File: config.mk
export PLATFORM = sky130hd
export DESIGN_NAME = permutation_enumerator
export DESIGN_NICKNAME = d
export VERILOG_FILES = /design/src/rtl/core/perm_enum_pkg.sv /design/src/rtl/core/permutation_enumerator.sv
export SDC_FILE = /design/constraint.sdc
export NUM_CORES = 1
export LEC_CHECK = 0
export BUFFER_PORTS_ARGS = -buffer_cell sky130_fd_sc_hd__buf_2
export CORE_MARGIN = 8
export CORE_UTILIZATION = 30
export CTS_CLUSTER_DIAMETER = 40
export DETAILED_ROUTE_END_ITERATION = 10
export GPL_TIMING_DRIVEN = 0
export PLACE_DENSITY_LB_ADDON = 0.05
export SLEW_MARGIN = 20
export SYNTH_ARGS = -nofsm -noshare
export SYNTH_HDL_FRONTEND = slang
export SYNTH_SLANG_ARGS = --single-unit
File: constraint.sdc
create_clock -name clock -period 4.15 [get_ports clock]
set_clock_uncertainty 0.1 [all_clocks]
set_input_delay 0.2075 -clock clock [delete_from_list [all_inputs] [get_ports clock]]
set_output_delay 0.2075 -clock clock [all_outputs]
set_load 0.02 [all_outputs]
File: src/rtl/core/perm_enum_pkg.sv
// ----------------------------------------------------------------------------
// perm_enum_pkg
// Widths, sizes and request codes of the permutation enumerator.
// ----------------------------------------------------------------------------
package perm_enum_pkg;

   localparam int MAX_ENTRIES = 8;
   localparam int IDX_W       = 3;
   localparam int VALUE_W     = 16;
   localparam int SIZE_W      = 4;
   localparam int OPCODE_W    = 2;

   localparam logic [OPCODE_W-1:0] OP_LOAD    = 2'd0;
   localparam logic [OPCODE_W-1:0] OP_RESTART = 2'd1;
   localparam logic [OPCODE_W-1:0] OP_NEXT    = 2'd2;

   typedef logic [IDX_W-1:0]   idx_type;
   typedef logic [VALUE_W-1:0] value_type;
   typedef logic [SIZE_W-1:0]  size_type;

endpackage

File: src/rtl/core/permutation_enumerator.sv
// ----------------------------------------------------------------------------
// permutation_enumerator
// Steps through every ordering of the first set_size table entries in
// lexicographic order of table positions, one ordering per next request.
//
//   channel | direction | ports                                   | beat
//   req     | in        | opcode, entry_index, entry_value        | valid & !stall
//   rsp     | out       | element_value, last_element, exhausted  | valid & !stall
//   csr     | in        | write_enable, write_data (set_size)     | write_enable
//
// A load writes the value table and leaves the sequencer idle. A restart
// seeds the path memory, then emits each element by a path read, a table
// read and an output step. A next request scans the path memory once for
// the pivot and once for its successor, swaps the two, reverses the tail
// pair by pair, then emits; all of it is bound by the single path port.
// Reset is synchronous and leaves the block idle with nothing started.
// A stalled result holds the sequencer; a new request is taken once idle.
// ----------------------------------------------------------------------------
module permutation_enumerator (
   input  logic                                clock,
   input  logic                                reset,
   input  logic                                req_valid,
   output logic                                req_stall,
   input  logic [perm_enum_pkg::OPCODE_W-1:0]  req_opcode,
   input  logic [perm_enum_pkg::IDX_W-1:0]     req_entry_index,
   input  logic [perm_enum_pkg::VALUE_W-1:0]   req_entry_value,
   output logic                                rsp_valid,
   input  logic                                rsp_stall,
   output logic [perm_enum_pkg::VALUE_W-1:0]   rsp_element_value,
   output logic                                rsp_last_element,
   output logic                                rsp_exhausted,
   input  logic                                csr_write_enable,
   input  logic [perm_enum_pkg::SIZE_W-1:0]    csr_write_data
);

   localparam logic [3:0] S_IDLE  = 4'd0;
   localparam logic [3:0] S_INIT  = 4'd1;
   localparam logic [3:0] S_SCAN  = 4'd2;
   localparam logic [3:0] S_FINDJ = 4'd3;
   localparam logic [3:0] S_SWAP  = 4'd4;
   localparam logic [3:0] S_REV   = 4'd5;
   localparam logic [3:0] S_REV_B = 4'd6;
   localparam logic [3:0] S_REV_C = 4'd7;
   localparam logic [3:0] S_REV_D = 4'd8;
   localparam logic [3:0] S_PATH  = 4'd9;
   localparam logic [3:0] S_TAB   = 4'd10;
   localparam logic [3:0] S_OUT   = 4'd11;
   localparam logic [3:0] S_EXH   = 4'd12;

   localparam int DEPTH = perm_enum_pkg::MAX_ENTRIES;

   logic [3:0]                   state_ff, state_in;
   logic                         done_ff, done_in;
   perm_enum_pkg::size_type      size_ff, size_in;
   logic                         rsp_valid_ff, rsp_valid_in;
   perm_enum_pkg::value_type     rsp_value_ff, rsp_value_in;
   logic                         rsp_last_ff, rsp_last_in;
   logic                         rsp_exh_ff, rsp_exh_in;

   perm_enum_pkg::idx_type       idx_ff, idx_in;
   perm_enum_pkg::idx_type       j_ff, j_in;
   perm_enum_pkg::idx_type       piv_ff, piv_in;
   perm_enum_pkg::idx_type       pv_ff, pv_in;
   perm_enum_pkg::idx_type       prev_ff, prev_in;
   perm_enum_pkg::idx_type       lo_ff, lo_in;
   perm_enum_pkg::idx_type       hi_ff, hi_in;
   perm_enum_pkg::idx_type       a_ff, a_in;
   perm_enum_pkg::idx_type       k_ff, k_in;
   logic                         first_ff, first_in;

   perm_enum_pkg::idx_type       path_mem [DEPTH];
   perm_enum_pkg::idx_type       path_rdata_ff;
   logic                         path_re, path_we;
   perm_enum_pkg::idx_type       path_addr, path_wdata;

   perm_enum_pkg::value_type     tab_mem [DEPTH];
   perm_enum_pkg::value_type     tab_rdata_ff;

   perm_enum_pkg::size_type      n_eff;
   perm_enum_pkg::size_type      nm1_full;
   perm_enum_pkg::idx_type       nm1;
   logic                         req_beat, rsp_free, load_beat, found;

   always_comb begin
      if (size_ff == '0) begin
         n_eff = perm_enum_pkg::SIZE_W'(1);
      end else if (size_ff > perm_enum_pkg::SIZE_W'(perm_enum_pkg::MAX_ENTRIES)) begin
         n_eff = perm_enum_pkg::SIZE_W'(perm_enum_pkg::MAX_ENTRIES);
      end else begin
         n_eff = size_ff;
      end
   end

   assign nm1_full  = n_eff - perm_enum_pkg::SIZE_W'(1);
   assign nm1       = nm1_full[perm_enum_pkg::IDX_W-1:0];
   assign req_stall = (state_ff != S_IDLE);
   assign req_beat  = req_valid && !req_stall;
   assign load_beat = req_beat && (req_opcode == perm_enum_pkg::OP_LOAD);
   assign rsp_free  = !rsp_valid_ff || !rsp_stall;
   assign found     = !first_ff && (path_rdata_ff < prev_ff);

   // sequencer and path memory port
   always_comb begin
      state_in     = state_ff;
      done_in      = done_ff;
      size_in      = size_ff;
      rsp_valid_in = rsp_valid_ff && rsp_stall;
      rsp_value_in = rsp_value_ff;
      rsp_last_in  = rsp_last_ff;
      rsp_exh_in   = rsp_exh_ff;
      idx_in       = idx_ff;
      j_in         = j_ff;
      piv_in       = piv_ff;
      pv_in        = pv_ff;
      prev_in      = prev_ff;
      lo_in        = lo_ff;
      hi_in        = hi_ff;
      a_in         = a_ff;
      k_in         = k_ff;
      first_in     = first_ff;
      path_re      = 1'b0;
      path_we      = 1'b0;
      path_addr    = '0;
      path_wdata   = '0;

      if (csr_write_enable) begin
         size_in = csr_write_data;
         done_in = 1'b1;
      end

      unique case (state_ff)
         S_IDLE: begin
            if (req_beat) begin
               priority if (req_opcode == perm_enum_pkg::OP_RESTART) begin
                  done_in  = 1'b0;
                  k_in     = '0;
                  state_in = S_INIT;
               end else if (req_opcode == perm_enum_pkg::OP_NEXT) begin
                  if (done_ff || (n_eff < perm_enum_pkg::SIZE_W'(2))) begin
                     done_in  = 1'b1;
                     state_in = S_EXH;
                  end else begin
                     path_re   = 1'b1;
                     path_addr = nm1;
                     idx_in    = nm1;
                     first_in  = 1'b1;
                     state_in  = S_SCAN;
                  end
               end else begin
                  state_in = S_IDLE;
               end
            end
         end
         S_INIT: begin
            path_we    = 1'b1;
            path_addr  = k_ff;
            path_wdata = k_ff;
            if (k_ff == nm1) begin
               k_in     = '0;
               state_in = S_PATH;
            end else begin
               k_in = k_ff + 1'b1;
            end
         end
         S_SCAN: begin
            if (found) begin
               piv_in    = idx_ff;
               pv_in     = path_rdata_ff;
               path_re   = 1'b1;
               path_addr = nm1;
               j_in      = nm1;
               state_in  = S_FINDJ;
            end else if (idx_ff == '0) begin
               done_in  = 1'b1;
               state_in = S_EXH;
            end else begin
               prev_in   = path_rdata_ff;
               first_in  = 1'b0;
               path_re   = 1'b1;
               path_addr = idx_ff - 1'b1;
               idx_in    = idx_ff - 1'b1;
            end
         end
         S_FINDJ: begin
            if (path_rdata_ff > pv_ff) begin
               path_we    = 1'b1;
               path_addr  = piv_ff;
               path_wdata = path_rdata_ff;
               state_in   = S_SWAP;
            end else begin
               path_re   = 1'b1;
               path_addr = j_ff - 1'b1;
               j_in      = j_ff - 1'b1;
            end
         end
         S_SWAP: begin
            path_we    = 1'b1;
            path_addr  = j_ff;
            path_wdata = pv_ff;
            lo_in      = piv_ff + 1'b1;
            hi_in      = nm1;
            state_in   = S_REV;
         end
         S_REV: begin
            if (lo_ff < hi_ff) begin
               path_re   = 1'b1;
               path_addr = lo_ff;
               state_in  = S_REV_B;
            end else begin
               k_in     = '0;
               state_in = S_PATH;
            end
         end
         S_REV_B: begin
            a_in      = path_rdata_ff;
            path_re   = 1'b1;
            path_addr = hi_ff;
            state_in  = S_REV_C;
         end
         S_REV_C: begin
            path_we    = 1'b1;
            path_addr  = lo_ff;
            path_wdata = path_rdata_ff;
            state_in   = S_REV_D;
         end
         S_REV_D: begin
            path_we    = 1'b1;
            path_addr  = hi_ff;
            path_wdata = a_ff;
            lo_in      = lo_ff + 1'b1;
            hi_in      = hi_ff - 1'b1;
            state_in   = S_REV;
         end
         S_PATH: begin
            path_re   = 1'b1;
            path_addr = k_ff;
            state_in  = S_TAB;
         end
         S_TAB: begin
            state_in = S_OUT;
         end
         S_OUT: begin
            if (rsp_free) begin
               rsp_valid_in = 1'b1;
               rsp_value_in = tab_rdata_ff;
               rsp_last_in  = (k_ff == nm1);
               rsp_exh_in   = 1'b0;
               if (k_ff == nm1) begin
                  state_in = S_IDLE;
               end else begin
                  k_in     = k_ff + 1'b1;
                  state_in = S_PATH;
               end
            end
         end
         S_EXH: begin
            if (rsp_free) begin
               rsp_valid_in = 1'b1;
               rsp_value_in = '0;
               rsp_last_in  = 1'b1;
               rsp_exh_in   = 1'b1;
               state_in     = S_IDLE;
            end
         end
         default: begin
            state_in = S_IDLE;
         end
      endcase
   end

   always_ff @(posedge clock) begin
      if (reset) begin
         state_ff     <= S_IDLE;
         done_ff      <= 1'b1;
         size_ff      <= perm_enum_pkg::SIZE_W'(1);
         rsp_valid_ff <= 1'b0;
      end else begin
         state_ff     <= state_in;
         done_ff      <= done_in;
         size_ff      <= size_in;
         rsp_valid_ff <= rsp_valid_in;
      end
   end

   always_ff @(posedge clock) begin
      rsp_value_ff <= rsp_value_in;
      rsp_last_ff  <= rsp_last_in;
      rsp_exh_ff   <= rsp_exh_in;
      idx_ff       <= idx_in;
      j_ff         <= j_in;
      piv_ff       <= piv_in;
      pv_ff        <= pv_in;
      prev_ff      <= prev_in;
      lo_ff        <= lo_in;
      hi_ff        <= hi_in;
      a_ff         <= a_in;
      k_ff         <= k_in;
      first_ff     <= first_in;
   end

   // path memory, single port
   always_ff @(posedge clock) begin
      if (path_we) begin
         path_mem[path_addr] <= path_wdata;
      end
      if (path_re) begin
         path_rdata_ff <= path_mem[path_addr];
      end
   end

   // value table, written by loads, read at the stored position
   always_ff @(posedge clock) begin
      if (load_beat) begin
         tab_mem[req_entry_index] <= req_entry_value;
      end
      if (state_ff == S_TAB) begin
         tab_rdata_ff <= tab_mem[path_rdata_ff];
      end
   end

   assign rsp_valid         = rsp_valid_ff;
   assign rsp_element_value = rsp_value_ff;
   assign rsp_last_element  = rsp_last_ff;
   assign rsp_exhausted     = rsp_exh_ff;

   a_exh_form: assert property (@(posedge clock) disable iff (reset)
      (rsp_valid && rsp_exhausted) |-> (rsp_last_element && (rsp_element_value == '0)))
      else $error("exhausted beat not marked last or not zero");

   a_port_single: assert property (@(posedge clock) disable iff (reset)
      !(path_we && path_re))
      else $error("path memory read and write in one cycle");

   a_succ_above_pivot: assert property (@(posedge clock) disable iff (reset)
      (state_ff == S_FINDJ) |-> (j_ff > piv_ff))
      else $error("successor search passed the pivot");

   a_out_holds: assert property (@(posedge clock) disable iff (reset)
      ((state_ff == S_OUT) && rsp_valid && rsp_stall) |=> (state_ff == S_OUT))
      else $error("element dropped while result stalled");

endmodule

==> flow_summary.toml, run 1 <==
[yosys]
yosysMostFrequentCell = "edfxtp_1"
synth.distinct_cells = 69
synthTopCellsByArea = "edfxtp_1, mux4_2, mux2i_1"
synthesis.nets = 643
ys.warnings.count = 0
yosys_register_bits = 227
netlist_instances = 599
synth-seq-area-share_pct = 69.1
synth_top_area_share_pct = 67.1
yosys-top-cells-count = "edfxtp_1, nor2_1, mux4_2, nand2_1, nor2b_1"
synth_top_area_cell = "edfxtp_1"
yosys_most_used_dff = "edfxtp_1"
async_reset_ff_share_pct = 0
syn_area_um2 = 9720
avgSynthCellArea_um2 = 16.2
synth_edf_count = 217

[critical_path]
worst-r2r-setup-slack_ps = 650
path_buf_inv = 4
start_kind = "flip-flop"
cp_cell_sequence = "buf_4, inv_1, ha_1, nor2b_1, o21ai_1, a32oi_2, mux2i_1, a2111o_1, buf_6, buf_12, nand2_1, nor4bb_1, nor4_1"
cpMaxStageDelayCell = "nor4_1"
crit_path_end = "path_rdata_ff[1]"
worst-path-stages = 13
worstReg2RegEnd = "path_rdata_ff[1]"
worstPathMaxFanout = 17
cpPeakStageDelay_ps = 490
ff2ff_path_depth = 13
crit_required_ps = 4280
crit_path_start = "path_rdata_ff[0]"
regToRegStartpoint = "path_rdata_ff[0]"
criticalPathCategory = "reg2reg"
critPathTopFamily = "simple AND/OR/NAND/NOR gates"
arrival_ps = 3620
cp-end-kind = "flip-flop"

[timing]
finalHoldViolCount = 0
worst_pin_slew_ps = 941
post-route-period-util_pct = 84.3
finalCriticalPeriod_ps = 3500
whs_ps = 15.0
setup_viol = 0
slew_headroom_pct = 37.0
final_max_slew_viol_count = 0
fmax_mhz = 286
rsz0062_at_grt = "no"

[clock_tree]
clock_path_buffers = 3
cts.htree.levels = 2
path_clk_slew_ps = 50
cts-root-buf = "clkbuf_16"
clkSinkCount = 227
clk_latency_ps = 500
cts_tree = "yes"
numCtsBuffers = 38

[floorplan]
start_util_pct = 30.2
rows = 66
die_y_um = 196
die-area_um2 = 38400
fp.dieW_um = 196
core_um2 = 32200
io_pins = 50

[finish]
area_growth_pct = 25.7
final_util_pct = 37.9
num-fill-cells = 3043
nets = 757
instances_no_fill = 1150
final_layout_size_suffix_gt1_share_pct = 26.4
antenna_cells = 0

[detailed_routing]
drcViolationCount = 0
drtPass1Iterations = 4
routedWlPerCell_um = 20.8
routed-via-count = 5511
drtIter0Drc = 222
wirelength_um = 23900
viasPerCell = 4.79
antenna_left = 0

[global_route]
grt_max_degree = 18
gr-usage-all-layers_pct = 12.6
antenna_found_initial = 1
overflow = 0
grt_pass1_vias = 6006
grt_pass1_wl_um = 36500

[run]
cap_viol_max_count = 0

[placement]
numPlacedInstances = 1061
io_buffer_count = 47
gp_congestion = 0.822
place_hpwl_um = 16000

[power]
vdd_drop_max_v = 0.000279
power.density_nw_per_um2 = 706
p_leak_nw = 4.18

[worst_hold_path]
hold_class = "in2reg"

[run_status]
outcome = "finished clean"
cells by family after synthesis:
kind of cell | Yosys count | share of synthesized area [%]
XOR/XNOR | 9 | 0.811
flip-flops | 227 | 69.1
AND/OR/NAND/NOR | 149 | 8.00
adder cells (fa/ha/maj) | 14 | 1.80
buffers and inverters | 50 | 2.43
multiplexers | 77 | 12.3
AO/OA/AOI/OAI | 73 | 5.52
state kept, by name, indices dropped and copies added, names as in the netlist, 3 cells and up:
signal	count
a_ff	3
path_rdata_ff	3
j_ff	3
size_ff	4
lo_ff	3
pv_ff	3
path_mem	24
prev_ff	3
rsp_element_value	16
hi_ff	3
piv_ff	3
tab_rdata_ff	16
state_ff	4
tab_mem	128
k_ff	3
idx_ff	3
final cells by class:
cell class,instances,area [um2],share of cell area (%)
Timing Repair Buffer,75,541,4.42
Clock inverter,17,250,2.05
Buffer,24,141,1.16
Tap cell,408,510,4.18
Multi-Input combinational cell,322,2850,23.3
Clock buffer,52,1120,9.16
Inverter,25,93.8,0.768
Sequential cell,227,6720,55.0
cell usage in the layout (no fill, tap or decap), types with 3 or more instances in the layout:
master,netlist,final
mux4_2,32,32
o21ai_1,2,3
buf_4,2,4
bufinv_16,0,6
and2_1,5,5
mux2_2,21,21
mux2i_1,24,24
nor2_4,0,7
nand2b_1,13,13
ha_1,14,14
xnor2_1,4,4
o22ai_1,3,3
xor2_1,5,5
nor2b_1,25,25
buf_6,3,5
nand3_1,5,5
clkinv_1,0,4
nand2_1,31,31
buf_2,2,49
a22oi_1,6,6
clkbuf_1,13,21
a221o_1,3,3
nor2_1,44,37
a21o_1,3,3
a21oi_1,18,17
nor3_1,8,6
edfxtp_1,217,217
dfxtp_1,10,10
dlygate4sd3_1,0,21
inv_1,24,24
clkbuf_16,0,43
o21ai_0,8,7
worst reg2reg max path, cell delays in order, from the launching register on:
cell and delay, ps:
edfxtp_1 430, buf_4 400, inv_1 90, ha_1 190
nor2b_1 130, o21ai_1 90, a32oi_2 410, mux2i_1 260
a2111o_1 160, buf_6 150, buf_12 140, nand2_1 70
nor4bb_1 140, nor4_1 490
power breakdown:
part | leakage, nW | internal, mW | switching [mW]
sequential | 2.05 | 2.83 | 0.113
combinational | 1.48 | 0.993 | 1.37
clock | 0.659 | 2.26 | 1.06
total | 4.18 | 6.09 | 2.54
routing by layer:
layer / GRT usage, % / wire length [um] / up-vias
met5: 0 / 9 / -
met4: 3.99 / 594 / 2
met3: 2.55 / 981 / 45
met2: 22.7 / 12400 / 100
met1: 14.9 / 9890 / 2799
li1: - / - / 2565
timing repair:
action | 4_1_cts | 5_1_grt
resized for setup | 0 | 1
endpoints found under the hold margin | 135 | 0
buffers inserted | 0 | 0
setup endpoints to repair | 36 | 1
hold buffers | 21 | 0
worst min path at each step:
| stage | from | endpoint | slack [ps] | cells past startpoint |
|---|---|---|---|---|
| after floorplan | req_entry_value[0] | tab_mem[0][0] | 210 | 0 |
| after global placement | csr_write_data[0] | size_ff[0] | 320 | 2 |
| after detailed placement | csr_write_data[0] | size_ff[0] | 320 | 2 |
| after CTS | reset | size_ff[3] | 10 | 2 |
| after global routing | reset | size_ff[3] | 30 | 2 |
| final | reset | size_ff[3] | 10 | 2 |
per-stage QoR:
stage               instance area, um2  setup TNS [ps]  setup WS, ps  total power, mW
global placement                 10500          -14770          -400             5.34
detailed placement               10600           -2900          -283             5.38
global route                     12200               0           256             9.07
finish                           12200               0           652             8.63
floorplan                         9720               0           863             4.65
CTS                              12200               0           326             8.75
Note: power is estimated with default switching activity, not from simulation.
==> run 2, diff against run 1 <==
ABC_AREA = 1   (was default)
clock period = 3.5 ns   (was 4.15 ns; I/O delays follow)
==> run 2 against run 1 <==
Against the previous run: register-to-register slack worse by 520 ps; total power up 1.6%; sequential share of layout area down 1.8 points; worst hold slack better by 6.9 ps; flip-flop and latch count did not move; critical path type unchanged; critical endpoint is now path_mem[2][2]; largest cell class unchanged; largest power group unchanged.
==> flow_summary.toml, run 2 <==
[yosys]
synthesis.nets = 957
synth-seq-area-share_pct = 67.5
yosys_most_used_dff = "edfxtp_1"
syn_area_um2 = 9940
synth_adder_area_share_pct = 1.76
synth_edf_count = 217
synth_top_area_share_pct = 65.5
post_synth_mux_area_share_pct = 0.101
synthXorXnorAreaFrac_pct = 0.529
yosysMostFrequentCell = "edfxtp_1"
synth_compound_area_share_pct = 7.97
synth_top_area_cell = "edfxtp_1"
async_reset_ff_share_pct = 0
yosys-top-cells-count = "edfxtp_1, nor2_1, nand2_1, inv_1, o21ai_0"
netlist_instances = 913
synth_top_family_by_area = "simple AND/OR/NAND/NOR gates"
synth.distinct_cells = 36
yosys_register_bits = 227
synthTopCellsByArea = "edfxtp_1, nor2_1, nand2_1"
synthSimpleGateAreaFrac_pct = 16.3
ys.warnings.count = 0
avgSynthCellArea_um2 = 10.9

[timing]
fmax_mhz = 297
rsz0062_at_grt = "yes"
finalHoldViolCount = 0
final.setup.tns_ps = 0
final_max_slew_viol_count = 0
finalCriticalPeriod_ps = 3360
slew_headroom_pct = 42.3
setup_viol = 0
post-route-period-util_pct = 96.1
worst_pin_slew_ps = 866

[floorplan]
die-area_um2 = 39200
core_um2 = 32600
die_y_um = 198
fp.dieW_um = 198
start_util_pct = 30.5
rows = 66
io_pins = 50

[clock_tree]
numCtsBuffers = 42
path_clk_slew_ps = 50
cts-root-buf = "clkbuf_16"
clock_path_buffers = 3
clkSinkCount = 227
cts_tree = "yes"
clk_latency_ps = 530
cts.htree.levels = 2

[detailed_routing]
wirelength_um = 27300
drcViolationCount = 0
antenna_left = 0
drtIter0Drc = 423
routedWlPerCell_um = 17.9
routed-via-count = 6917
drtPass1Iterations = 5
viasPerCell = 4.53

[critical_path]
cp-end-kind = "flip-flop"
criticalPathCategory = "reg2reg"
worstPathMaxFanout = 10
start_kind = "flip-flop"
path_buf_inv = 3
critPathTopFamily = "simple AND/OR/NAND/NOR gates"
crit_required_ps = 3590
arrival_ps = 3450
worst-r2r-setup-slack_ps = 140
cpMaxStageDelayCell = "edfxtp_1"
cpPeakStageDelay_ps = 530
cp_cell_sequence = "clkinvlp_4, clkbuf_2, ha_1, nand3_1, nand2_1, nand2_1, nand3_1, nand3_1, nor2_2, buf_6, nand2_1, nor2_1"

[power]
p_leak_nw = 4.90
power.density_nw_per_um2 = 694
power_mw = 8.77
vdd_drop_max_v = 0.000375

[finish]
largest_reg_flops = 128
final_layout_size_suffix_gt1_share_pct = 17.1
final_util_pct = 38.8
num-fill-cells = 3254
antenna_cells = 0
nets = 1098
final_cell_mix = "edfxtp_1, nor2_1, nand2_1, inv_1, o21ai_0"
area_growth_pct = 27.2
layout_commonest_cell = "edfxtp_1"
reg_top3 = "tab_mem x128, path_mem x24"
regMostFlops = "tab_mem"

[global_route]
gr-usage-all-layers_pct = 14.1
grt_pass1_wl_um = 41900
grt_pass1_vias = 6930
grt_max_degree = 19
antenna_found_initial = 0
overflow = 0

[run_status]
outcome = "finished clean"

[worst_hold_path]
hold_class = "in2reg"

[placement]
gp_congestion = 0.845
place_hpwl_um = 19500
io_buffer_count = 49

[run]
cap_viol_max_count = 0
==> run 2: cell types whose count changed after synthesis, moves of 14 or more <==
cell,previous run,this run
a31oi_1,2,16
inv_1,24,113
mux2_2,21,0
mux2i_1,24,1
mux4_2,32,0
nand2_1,31,123
nand3_1,5,42
nor2_1,44,162
nor2b_1,25,0
o21ai_0,8,79
==> run 2: through the flow <==
stage	worst slack, ps	cells	cell area (um2)	hold slack, ps
detailed placement	-532	1421	10900	331
CTS	78.2	1526	12600	7.03
global placement	-1120	1404	10700	324
floorplan	621	913	9940	144
global route	-87.1	1527	12600	58.6
finish	137	1527	12600	21.9
==> run 2: path summary, 6_finish.rpt <==
kind | from | cells past startpoint | to
worst min-delay path | req_opcode[0] | 6 | done_ff
worst max register to register | path_rdata_ff[0] | 12 | path_mem[2][2]
worst min register to register | idx_ff[1] | 0 | piv_ff[1]
worst max-delay path | path_rdata_ff[0] | 12 | path_mem[2][2]
==> run 2: repair_timing <==
| item | 4_1_cts | 5_1_grt |
|---|---|---|
| hold buffers | 30 | 0 |
| setup buffers | 1 | 1 |
| hold endpoints to repair | 154 | 0 |
| gates resized for setup | 2 | 4 |
| setup endpoints to repair | 44 | 24 |
==> run 2: worst reg2reg max path: cells and delay by family (launching register included) <==
family / cells / cell delay (ps)
AND/OR/NAND/NOR: 8 / 1370
buffers and inverters: 3 / 680
flip-flops: 1 / 530
adder cells (fa/ha/maj): 1 / 360
==> run 2: area by class of cell <==
type                    count  area, um2  area share, %
multi-input cells         540       2720           21.5
inverters                 118        447           3.53
plain buffers              27        126          0.999
repair buffers             98        714           5.65
well taps                 442        553           4.37
clock buffers              48       1080           8.57
clock inverters            27        285           2.26
flip-flops and latches    227       6720           53.1
==> run 2: routing by layer <==
layer | up-vias | routed length (um) | track usage [%]
met5 | - | 0 | 0
met4 | 0 | 575 | 4.29
met3 | 40 | 935 | 2.43
met2 | 125 | 13500 | 24.2
met1 | 3323 | 12300 | 17.9
li1 | 3429 | - | -
==> run 2: where the power goes <==
part           switching, mW  total (mW)  internal [mW]
registers              0.103        3.32           3.22
clock network           1.37        3.90           2.53
logic                   1.08        1.55          0.473
==> run 2: cell families (layout without fill, tap and decap cells) <==
kind of cell	Yosys count	in the layout
DFF	227	227
AOI/OAI and AO/OA	145	145
adders and majority gates	14	14
and+or+nand+nor	374	374
xor gates and xnor gates	6	6
muxes	1	1
buffers and inverters	146	318
==> run 3, diff against run 2 <==
RECOVER_POWER = 50   (was default)
==> run 3 against run 2 <==
Against the previous run: via count about the same; cell count did not move; first-iteration DRC count shrank 1.4%; total power down 0.26%; worst hold slack about the same; non-clock buffer count is the same; register-to-register slack about the same; die area is the same; largest cell class unchanged.
==> flow_summary.toml, run 3 (synthesized netlist as in run 2, its figures left out) <==
[critical_path]
start_kind = "flip-flop"
crit_path_start = "path_rdata_ff[0]"
cp_cell_sequence = "clkinvlp_4, clkbuf_2, ha_1, nand3_1, nand2_1, nand2_1, nand3_1, nand3_1, nor2_2, buf_6, nand2_1, nor2_1"
path_buf_inv = 3
worst-path-stages = 12
worstReg2RegEnd = "path_mem[2][2]"
cpPeakStageDelay_ps = 530
crit_required_ps = 3590
worstPathMaxFanout = 10
ff2ff_path_depth = 12
worst-r2r-setup-slack_ps = 130
critPathTopFamily = "simple AND/OR/NAND/NOR gates"
arrival_ps = 3460
regToRegStartpoint = "path_rdata_ff[0]"
cp-end-kind = "flip-flop"
crit_path_end = "path_mem[2][2]"
cpMaxStageDelayCell = "edfxtp_1"
criticalPathCategory = "reg2reg"

[global_route]
overflow = 0
gr-usage-all-layers_pct = 14.1
grt_max_degree = 19
grt_pass1_vias = 6930
antenna_found_initial = 0
grt_pass1_wl_um = 41900

[finish]
nets = 1098
instances_no_fill = 1527
area_growth_pct = 26.2
final_cell_mix = "edfxtp_1, nor2_1, nand2_1, inv_1, o21ai_0"
final_layout_size_suffix_gt1_share_pct = 13.0
num-fill-cells = 3273
regMostFlops = "tab_mem"
reg_top3 = "tab_mem x128, path_mem x24"
layout_commonest_cell = "edfxtp_1"
antenna_cells = 0
largest_reg_flops = 128

[detailed_routing]
routedWlPerCell_um = 17.8
drcViolationCount = 0
antenna_left = 0
drtIter0Drc = 417
wirelength_um = 27300
routed-via-count = 6912
viasPerCell = 4.53
drtPass1Iterations = 5

[placement]
numPlacedInstances = 1421
place_hpwl_um = 19500
io_buffer_count = 49
gp_congestion = 0.845

[timing]
whs_ps = 21.6
setup_viol = 0
post-route-period-util_pct = 96.2
fmax_mhz = 297
finalHoldViolCount = 0
worst_pin_slew_ps = 831
final_max_slew_viol_count = 0
rsz0062_at_grt = "yes"
slew_headroom_pct = 44.5
finalCriticalPeriod_ps = 3370

[clock_tree]
clk_latency_ps = 530
cts.htree.levels = 2
numCtsBuffers = 42
path_clk_slew_ps = 50
clock_path_buffers = 3
clkSinkCount = 227
cts_tree = "yes"
cts-root-buf = "clkbuf_16"

[power]
power.density_nw_per_um2 = 697
p_leak_nw = 4.79
vdd_drop_max_v = 0.000375

[floorplan]
die-area_um2 = 39200
rows = 66
io_pins = 50
core_um2 = 32600
start_util_pct = 30.5
fp.dieW_um = 198
die_y_um = 198

[run]
cap_viol_max_count = 0

[worst_hold_path]
hold_class = "in2reg"

[run_status]
outcome = "finished clean"
-- run 3: changes by cell type in the layout (fill, tap and decap cells not counted), sizes merged --
cell	delta
clkbuf	+37
buf	-37
-- run 3: metrics by stage --
step | setup WS, ps | TNS (ps) | utilization (%) | cell area, um2 | power, mW
6_report | 133 | 0 | 38.5 | 12600 | 8.75
5_1_grt | -87.1 | -909 | 38.5 | 12600 | 9.18
4_1_cts | 78.2 | 0 | 38.7 | 12600 | 8.91
3_5_place_dp | -532 | -14100 | 33.6 | 10900 | 4.92
3_3_place_gp | -1120 | -146650 | 32.9 | 10700 | 4.92
2_1_floorplan | 621 | 0 | - | 9940 | 4.36
-- run 3: layout make-up --
cell class / count / area (um2) / area share [%]
clock inverters: 27 / 285 / 2.27
flip-flops and latches: 227 / 6720 / 53.5
plain buffers: 27 / 125 / 0.997
clock buffers: 48 / 1080 / 8.63
repair buffers: 98 / 659 / 5.25
multi-input cells: 540 / 2680 / 21.4
well taps: 442 / 553 / 4.41
inverters: 118 / 447 / 3.56
-- run 3: worst reg2reg max path, delay by kind of cell, from the launching register on --
family | cells | cell delay [ps]
adder cells (fa/ha/maj) | 1 | 360
buffers and inverters | 3 | 680
flip-flops | 1 | 530
AND/OR/NAND/NOR | 8 | 1370
-- run 3: report_power, final --
part / internal (mW) / switching (mW)
logic: 0.461 / 1.07
clock network: 2.52 / 1.37
registers: 3.22 / 0.101
total: 6.21 / 2.54
-- run 3: metal layers --
layer  GRT usage (%)  vias to the layer above  wire, um
li1                -                     3423         -
met5               0                        -         0
met2            24.2                      140     13400
met1            17.9                     3309     12300
met3            2.43                       40       957
met4            4.29                        0       575
-- run 3: repair_timing --
action	in CTS	in global routing
endpoints found under the hold margin	154	0
buffers inserted	1	1
setup endpoints to repair	44	24
gates resized for setup	2	4
hold buffers	30	0
-- run 3: worst min-delay path by stage --
stage	from	to	slack, ps	cells past startpoint
5_1_grt	req_opcode[0]	done_ff	60	6
4_1_cts	rsp_stall	rsp_valid	7	5
6_report	req_opcode[0]	done_ff	20	6
3_5_place_dp	csr_write_data[0]	size_ff[0]	330	3
3_3_place_gp	csr_write_data[0]	size_ff[0]	320	3
2_1_floorplan	reset	state_ff[0]	140	1
